==> config.mk <==
export PLATFORM = sky130hd
export DESIGN_NAME = masked_byte_pattern_scan
export DESIGN_NICKNAME = d
export VERILOG_FILES = /design/src/sv/mbps_pkg.sv /design/src/sv/mbps_cell.sv /design/src/sv/masked_byte_pattern_scan.sv
export SDC_FILE = /design/constraint.sdc
export NUM_CORES = 2
export LEC_CHECK = 0
export BUFFER_PORTS_ARGS = -buffer_cell sky130_fd_sc_hd__buf_2
export CAP_MARGIN = 20
export CORE_UTILIZATION = 40
export CTS_CLUSTER_SIZE = 24
export DETAILED_ROUTE_END_ITERATION = 10
export HOLD_SLACK_MARGIN = 0.03
export SYNTH_ARGS = -nofsm -noshare
export SYNTH_HDL_FRONTEND = slang
export SYNTH_HIERARCHICAL = 1
export SYNTH_SLANG_ARGS = --single-unit
==> constraint.sdc <==
create_clock -name aclk -period 5.7 [get_ports aclk]
set_clock_uncertainty 0.2 [all_clocks]
set_input_delay 0.285 -clock aclk [delete_from_list [all_inputs] [get_ports aclk]]
set_output_delay 0.285 -clock aclk [all_outputs]
set_load 0.005 [all_outputs]
==> src/sv/mbps_pkg.sv <==
// Shared constants, register codes and types for the masked byte pattern scan.
package mbps_pkg;

    localparam int PatternBytes           = 16;
    localparam int DefaultMaxPatternBytes = 16;
    localparam int DefaultIndexBits       = 32;
    localparam int CfgIndexBits           = 3;
    localparam int CfgDataBits            = 64;
    localparam int AddrBits               = 64;
    localparam int OffsetBits             = 32;
    localparam int MaskBits               = 16;
    localparam int LengthBits             = 5;

    typedef enum logic [CfgIndexBits-1:0] {
        CFG_PATTERN_LOW    = 3'd0,
        CFG_PATTERN_HIGH   = 3'd1,
        CFG_COMPARE_MASK   = 3'd2,
        CFG_PATTERN_LENGTH = 3'd3,
        CFG_REGION_BASE    = 3'd4,
        CFG_RESULT_OFFSET  = 3'd5
    } cfg_index_t;

    typedef struct packed {
        logic advance;
        logic cmp_en;
    } cell_ctrl_t;

endpackage

==> src/sv/mbps_cell.sv <==
// One window cell: holds a byte, hands it on, and compares it with its pattern byte.
module mbps_cell
    import mbps_pkg::*;
(
    input  logic       aclk,
    input  cell_ctrl_t ctrl,
    input  logic [7:0] byte_in,
    input  logic [7:0] pat_byte,
    output logic [7:0] byte_out,
    output logic       hit
);

    logic [7:0] byte_reg;

    always_ff @(posedge aclk) begin
        if (ctrl.advance) begin
            byte_reg <= byte_in;
        end
    end

    assign byte_out = byte_reg;
    assign hit      = !ctrl.cmp_en || (byte_reg == pat_byte);

endmodule

==> src/sv/masked_byte_pattern_scan.sv <==
// Top level of the masked byte pattern scan: config, cell row, match stage and output skid.
//
// Takes one region byte per cycle with no gaps while s_tready is high. The window is a row
// of MAX_PATTERN_BYTES cells that shift each accepted byte along; all cells compare in
// parallel against the pattern aligned to the configured length. A result passes the cell
// row, the match register and the output register. An output register plus one skid entry
// decouple the sides; s_tready drops only while both hold undelivered results.
module masked_byte_pattern_scan
    import mbps_pkg::*;
#(
    parameter int MAX_PATTERN_BYTES = DefaultMaxPatternBytes,
    parameter int INDEX_BITS        = DefaultIndexBits
) (
    input  logic                    aclk,
    input  logic                    aresetn,
    input  logic                    cfg_we,
    input  logic [CfgIndexBits-1:0] cfg_index,
    input  logic [CfgDataBits-1:0]  cfg_wdata,
    input  logic                    s_tvalid,
    output logic                    s_tready,
    input  logic [7:0]              s_tdata,   // data_byte
    input  logic                    s_tlast,   // last_byte
    output logic                    m_tvalid,
    input  logic                    m_tready,
    output logic [AddrBits-1:0]     m_tdata,   // match_address
    output logic                    m_tuser    // found
);

    localparam int EffMax = (MAX_PATTERN_BYTES < PatternBytes) ? MAX_PATTERN_BYTES
                                                                : PatternBytes;

    // configuration registers
    logic [PatternBytes*8/2-1:0] pat_low_reg;
    logic [PatternBytes*8/2-1:0] pat_high_reg;
    logic [MaskBits-1:0]         mask_reg;
    logic [LengthBits-1:0]       length_reg;
    logic [AddrBits-1:0]         base_reg;
    logic [OffsetBits-1:0]       offset_reg;

    always_ff @(posedge aclk) begin
        if (!aresetn) begin
            pat_low_reg  <= '0;
            pat_high_reg <= '0;
            mask_reg     <= '0;
            length_reg   <= LengthBits'(1);
            base_reg     <= '0;
            offset_reg   <= '0;
        end else if (cfg_we) begin
            unique case (cfg_index_t'(cfg_index))
                CFG_PATTERN_LOW:    pat_low_reg  <= cfg_wdata;
                CFG_PATTERN_HIGH:   pat_high_reg <= cfg_wdata;
                CFG_COMPARE_MASK:   mask_reg     <= cfg_wdata[MaskBits-1:0];
                CFG_PATTERN_LENGTH: length_reg   <= cfg_wdata[LengthBits-1:0];
                CFG_REGION_BASE:    base_reg     <= cfg_wdata;
                CFG_RESULT_OFFSET:  offset_reg   <= cfg_wdata[OffsetBits-1:0];
                default: ;
            endcase
        end
    end

    // derived configuration: effective length, per-cell pattern byte and compare enable, base plus offset
    logic [PatternBytes-1:0][7:0]      pat_bytes;
    logic [LengthBits-1:0]             len_next;
    logic [LengthBits-1:0]             len_reg;
    logic [MAX_PATTERN_BYTES-1:0][7:0] cell_pat_next;
    logic [MAX_PATTERN_BYTES-1:0][7:0] cell_pat_reg;
    logic [MAX_PATTERN_BYTES-1:0]      cell_cmp_next;
    logic [MAX_PATTERN_BYTES-1:0]      cell_cmp_reg;
    logic [AddrBits-1:0]               base_off_next;
    logic [AddrBits-1:0]               base_off_reg;

    assign pat_bytes = {pat_high_reg, pat_low_reg};

    always_comb begin
        logic [3:0] pi;
        len_next = length_reg;
        if (len_next == '0) begin
            len_next = LengthBits'(1);
        end
        if (len_next > LengthBits'(EffMax)) begin
            len_next = LengthBits'(EffMax);
        end
        for (int k = 0; k < MAX_PATTERN_BYTES; k++) begin
            pi = 4'(len_next - LengthBits'(1) - LengthBits'(k % PatternBytes));
            if (k < int'(len_next)) begin
                cell_pat_next[k] = pat_bytes[pi];
                cell_cmp_next[k] = mask_reg[pi];
            end else begin
                cell_pat_next[k] = 8'h00;
                cell_cmp_next[k] = 1'b0;
            end
        end
        base_off_next = base_reg + {{(AddrBits-OffsetBits){offset_reg[OffsetBits-1]}},
                                    offset_reg};
    end

    always_ff @(posedge aclk) begin
        len_reg      <= len_next;
        cell_pat_reg <= cell_pat_next;
        cell_cmp_reg <= cell_cmp_next;
        base_off_reg <= base_off_next;
    end

    // pipeline control
    logic skid_valid_reg;
    logic en;
    logic accept;

    assign en       = !skid_valid_reg;
    assign s_tready = en;
    assign accept   = s_tvalid && en;

    // cell row
    logic                              restart_reg;
    logic [MAX_PATTERN_BYTES-1:0][7:0] window;
    logic [MAX_PATTERN_BYTES-1:0]      hits;

    for (genvar k = 0; k < MAX_PATTERN_BYTES; k++) begin : g_cell
        logic [7:0] cell_in;
        cell_ctrl_t ctrl;
        if (k == 0) begin : g_head
            assign cell_in = s_tdata;
        end else begin : g_body
            assign cell_in = restart_reg ? 8'h00 : window[k-1];
        end
        assign ctrl.advance = accept;
        assign ctrl.cmp_en  = cell_cmp_reg[k];
        mbps_cell u_cell (
            .aclk     (aclk),
            .ctrl     (ctrl),
            .byte_in  (cell_in),
            .pat_byte (cell_pat_reg[k]),
            .byte_out (window[k]),
            .hit      (hits[k])
        );
    end

    // stage 1: byte count and region flags alongside the cell row
    logic                  s1_valid_reg;
    logic                  s1_last_reg;
    logic [INDEX_BITS-1:0] count_reg;
    logic [INDEX_BITS-1:0] count_next;

    always_comb begin
        if (restart_reg) begin
            count_next = INDEX_BITS'(1);
        end else if (&count_reg) begin
            count_next = count_reg;
        end else begin
            count_next = count_reg + INDEX_BITS'(1);
        end
    end

    always_ff @(posedge aclk) begin
        if (!aresetn) begin
            s1_valid_reg <= 1'b0;
            restart_reg  <= 1'b1;
            count_reg    <= '0;
        end else if (en) begin
            s1_valid_reg <= s_tvalid;
            if (s_tvalid) begin
                restart_reg <= s_tlast;
                count_reg   <= count_next;
            end
        end
    end

    always_ff @(posedge aclk) begin
        if (accept) begin
            s1_last_reg <= s_tlast;
        end
    end

    // stage 2: match decision
    logic                  done_reg;
    logic                  r2_valid_reg;
    logic                  r2_found_reg;
    logic [INDEX_BITS-1:0] r2_index_reg;
    logic                  match;
    logic                  miss;

    assign match = s1_valid_reg && !done_reg && (&hits)
                && (count_reg >= INDEX_BITS'(len_reg));
    assign miss  = s1_valid_reg && s1_last_reg && !done_reg && !match;

    always_ff @(posedge aclk) begin
        if (!aresetn) begin
            done_reg     <= 1'b0;
            r2_valid_reg <= 1'b0;
        end else if (en) begin
            r2_valid_reg <= match || miss;
            if (s1_valid_reg) begin
                if (s1_last_reg) begin
                    done_reg <= 1'b0;
                end else if (match) begin
                    done_reg <= 1'b1;
                end
            end
        end
    end

    always_ff @(posedge aclk) begin
        if (en) begin
            r2_found_reg <= match;
            r2_index_reg <= count_reg - INDEX_BITS'(len_reg);
        end
    end

    // stage 3: address add, output register and skid entry
    logic                out_valid_reg;
    logic                out_valid_next;
    logic                out_found_reg;
    logic                out_found_next;
    logic [AddrBits-1:0] out_addr_reg;
    logic [AddrBits-1:0] out_addr_next;
    logic                skid_valid_next;
    logic                skid_found_reg;
    logic                skid_found_next;
    logic [AddrBits-1:0] skid_addr_reg;
    logic [AddrBits-1:0] skid_addr_next;
    logic [AddrBits-1:0] new_addr;
    logic                take;

    assign new_addr = r2_found_reg ? (base_off_reg + AddrBits'(r2_index_reg)) : '0;
    assign take     = out_valid_reg && m_tready;

    always_comb begin
        out_valid_next  = out_valid_reg;
        out_found_next  = out_found_reg;
        out_addr_next   = out_addr_reg;
        skid_valid_next = skid_valid_reg;
        skid_found_next = skid_found_reg;
        skid_addr_next  = skid_addr_reg;
        if (en && r2_valid_reg) begin
            if (!out_valid_reg || take) begin
                out_valid_next = 1'b1;
                out_found_next = r2_found_reg;
                out_addr_next  = new_addr;
            end else begin
                skid_valid_next = 1'b1;
                skid_found_next = r2_found_reg;
                skid_addr_next  = new_addr;
            end
        end else if (take) begin
            if (skid_valid_reg) begin
                out_found_next  = skid_found_reg;
                out_addr_next   = skid_addr_reg;
                skid_valid_next = 1'b0;
            end else begin
                out_valid_next = 1'b0;
            end
        end
    end

    always_ff @(posedge aclk) begin
        if (!aresetn) begin
            out_valid_reg  <= 1'b0;
            skid_valid_reg <= 1'b0;
        end else begin
            out_valid_reg  <= out_valid_next;
            skid_valid_reg <= skid_valid_next;
        end
    end

    always_ff @(posedge aclk) begin
        out_found_reg  <= out_found_next;
        out_addr_reg   <= out_addr_next;
        skid_found_reg <= skid_found_next;
        skid_addr_reg  <= skid_addr_next;
    end

    assign m_tvalid = out_valid_reg;
    assign m_tdata  = out_addr_reg;
    assign m_tuser  = out_found_reg;

endmodule

==> impl_metrics.csv <==
group,metric,value,unit
outcome,status,"finished, final reports clean",
global_route,antenna_found_initial,8,
die,core_area,98560,um^2
clock_tree,post_cts_buffers,0,
critical_path,crit_arrival,4.65,ns
synth,synth-main-ff-cell,"dfxtp_1",
cells_and_area,finalNonFillerCells,5732,
synth,ys_seq_area_frac,0.4696,
placed_design,placedCellCount,5483,
die,initial_core_util,0.4039,
placed_design,place_hpwl,90900,um
detailed_routing,wirelength,123900,um
critical_path,crit_path_start_kind,"register",
timing,fin_crit,4.304,ns
clock_tree,ctsHtreeMaxLevel,3,
timing,rsz0062_at_grt,"false",
synth,syn_nets,4416,
die,die_height,317.5,um
placed_design,dp_slack,1.541,ns
timing,setup_viol,0,
die,boundaryPins,148,
global_route,grt_max_degree,145,
detailed_routing,drt_iter0_drc,3080,
cells_and_area,drive_gt1_frac,0.09431,
cells_and_area,fillers,9332,
synth,synth_warnings,6,
timing,relSlewSlack,0.2697,
cells_and_area,nets,4554,
synth,ys_ff_latch,788,
critical_path,cp_slowest_cell,"xnor2_1",
timing,max_freq,232.3,MHz
global_route,grt_pass1_vias,29840,
die,die-area,100800,um^2
detailed_routing,num_vias,31430,
synth,syn_area_per_cell,9.415,um^2
global_route,grt_pass1_wl,185600,um
critical_path,path_max_fanout,11,
pwr,irDropWorstVdd,0.0002585,V
critical_path,crit_buf_inv,2,
pwr,pwr_density_cell,296.2,nW/um^2
hold_path,min_from,"cfg_index[1]",
critical_path,end_kind,"register",
placed_design,port_buffers,147,
clock_tree,cts_tree,"yes",
clock_tree,clock_path_buffers,3,
clock_tree,cts_buffers,91,
cells_and_area,area_growth,14.80,%
timing,drv_slew,0,
clock_tree,post_cts_resized,0,
detailed_routing,antenna_left,0,
synth,syn_area,39810,um^2
timing,post-route-period-util,0.7551,
hold_path,hp-class,"input port to register",
detailed_routing,drc,0,
timing,fin_ws,1.396,ns
critical_path,cp.required,6.04,ns
global_route,grt_overflow,0,
synth,async_flop_share,0,
synth,synth_edf_count,292,
clock_tree,ctsRootBufferMaster,"clkbuf_16",
timing,final.setup.tns,0,ns
placed_design,globalplace.congestion,0.9653,
die,rows,115,
critical_path,worstSetupStartpoint,"length_reg[4]$_SDFFE_PN0P_",
clock_tree,clkSlewWorstSetupHoldPaths,0.06,ns
synth,syn_inst,4229,
die,fp.dieW,317.5,um
run,cap_violations,0,
detailed_routing,post_drt_via_cell_ratio,5.483,
clock_tree,clock-sinks,788,
detailed_routing,wire_per_inst,21.61,um
critical_path,cpPeakStageDelay,0.79,ns
timing,hold_violations,0,
critical_path,reg2reg_from,"length_reg[4]$_SDFFE_PN0P_",
critical_path,critical_path_class,"register to register",
detailed_routing,first_pass_iters,6,
timing,worst_slew_pin_slew,1.084,ns
critical_path,path_cells,"or3_1 > or2_1 > o21ai_4 > inv_4 > ha_1 > xnor2_2 > nor2_1 > xnor2_1 > buf_4 > nand2_1 > and3_1",
global_route,grt_util_all_layers,0.2402,
pwr,leakage,18.26,nW
synth,ys_types,86,
critical_path,critPathTopFamily,"simple AND/OR/NAND/NOR gates",
clock_tree,clock_latency,0.67,ns
Yosys cell counts, types with 8 or more instances:
library cell	instances	share of area
nand4_1	73	0.011
xor2_1	65	0.014
a31oi_1	13	0.0020
clkbuf_1	182	0.017
mux2_2	21	0.0059
or3_1	11	0.0017
dfxtp_1	496	0.25
and4_1	9	0.0020
xnor2_1	244	0.054
nor2b_1	145	0.023
a21oi_1	393	0.049
o21ai_0	96	0.012
o21ai_1	29	0.0036
buf_2	34	0.0043
a21o_1	47	0.0089
nand3_1	53	0.0067
nand2_1	867	0.082
o22ai_1	9	0.0014
a22o_1	8	0.0018
and3_1	107	0.017
o31ai_1	11	0.0021
o211ai_1	10	0.0019
and2_1	40	0.0063
nor3_1	27	0.0034
o21a_1	17	0.0032
mux2i_1	391	0.098
o21bai_1	13	0.0025
ha_1	103	0.032
nor2_1	189	0.018
nand2b_1	19	0.0030
edfxtp_1	292	0.22
inv_1	51	0.0048
a211oi_1	29	0.0055
nor4_1	12	0.0019
logic make-up after synthesis:
group | count (synthesis) | share of synthesized area
AND/OR/NAND/NOR | 1590 | 0.1834
flip-flops | 788 | 0.4696
AO/OA/AOI/OAI | 730 | 0.1080
multiplexers | 416 | 0.1065
XOR/XNOR | 311 | 0.06879
buffers and inverters | 288 | 0.02979
adder cells (fa/ha/maj) | 106 | 0.03388
metrics by stage:
stage                 util  hold WS (ns)  total power (W)  cell area (um^2)
finish              0.4637        0.1027          0.01354             45710
global route        0.4637        0.1080          0.01401             45700
CTS                 0.4634       0.04400          0.01363             45670
detailed placement  0.4240        0.2533         0.007516             41790
global placement    0.4240        0.2430         0.007506             41790
floorplan                -        0.1469         0.007081             39810
timing repair:
action	4_1_cts	5_1_grt
setup endpoints to repair	0	0
hold buffers	77	0
hold endpoints to repair	260	0
worst paths after layout:
kind	cells after the start	to	slack (ns)
worst max register to register	11	cell_pat_reg[86]$_SDFF_PP0_	1.40
worst min-delay path	5	mask_reg[5]$_SDFFE_PN0P_	0.10
worst min register to register	2	offset_reg[0]$_SDFFE_PN0P_	0.26
worst max-delay path	11	cell_pat_reg[86]$_SDFF_PP0_	1.40
where the power goes:
part           leakage (nW)  internal, W  total (W)  switching, W
Clock                  1.53      0.00364    0.00608       0.00243
Combinational          9.79     0.000484    0.00129      0.000802
Sequential             6.94      0.00604    0.00618      0.000142
Total                  18.3       0.0102     0.0135       0.00338
metal layers:
metal	routed length [um]	global-route usage	vias to the layer above
met5	80	0	-
met4	3540	0.07141	10
met3	8800	0.04560	186
met2	54310	0.3705	984
met1	57130	0.3398	15240
li1	-	-	15010
final cells by class:
type / instances / area [um^2] / area share
inverters: 55 / 216.5 / 0.004736
well taps: 1287 / 1610 / 0.03523
repair buffers: 278 / 2007 / 0.04391
flip-flops and latches: 788 / 18700 / 0.4092
multi-input cells: 3153 / 20050 / 0.4387
clock buffers: 129 / 2680 / 0.05864
diodes: 2 / 5.005 / 0.0001095
clock inverters: 40 / 436.7 / 0.009554
worst register-to-register path: cells and delay by family, from the launching register on:
family	cells	cell delay (ns)
buffers and inverters	2	0.41
adder cells (fa/ha/maj)	1	0.30
flip-flops	1	0.39
XOR/XNOR	2	1.20
AND/OR/NAND/NOR	5	1.52
AO/OA/AOI/OAI	1	0.17
cells in the final DEF (no fill, tap or decap), drive strengths merged, types with 21 or more instances in the layout:
cell         synthesis  layout
ha                 103     103
nor3                28      28
mux2i              391     391
nand3               53      53
a21o                47      47
buf                 51     201
o21ai              128     128
dfxtp              496     496
nand4               74      74
inv                 53      59
mux2                21      21
nand2              868     868
a211oi              29      29
and2                48      48
dlygate4sd3          0      77
clkbuf             182     129
nor2               189     189
nor2b              145     145
xnor2              245     245
edfxtp             292     292
a21oi              394     394
clkinv               2      24
and3               107     107
xor2                66      66
Power figures use the tool's default switching activity.
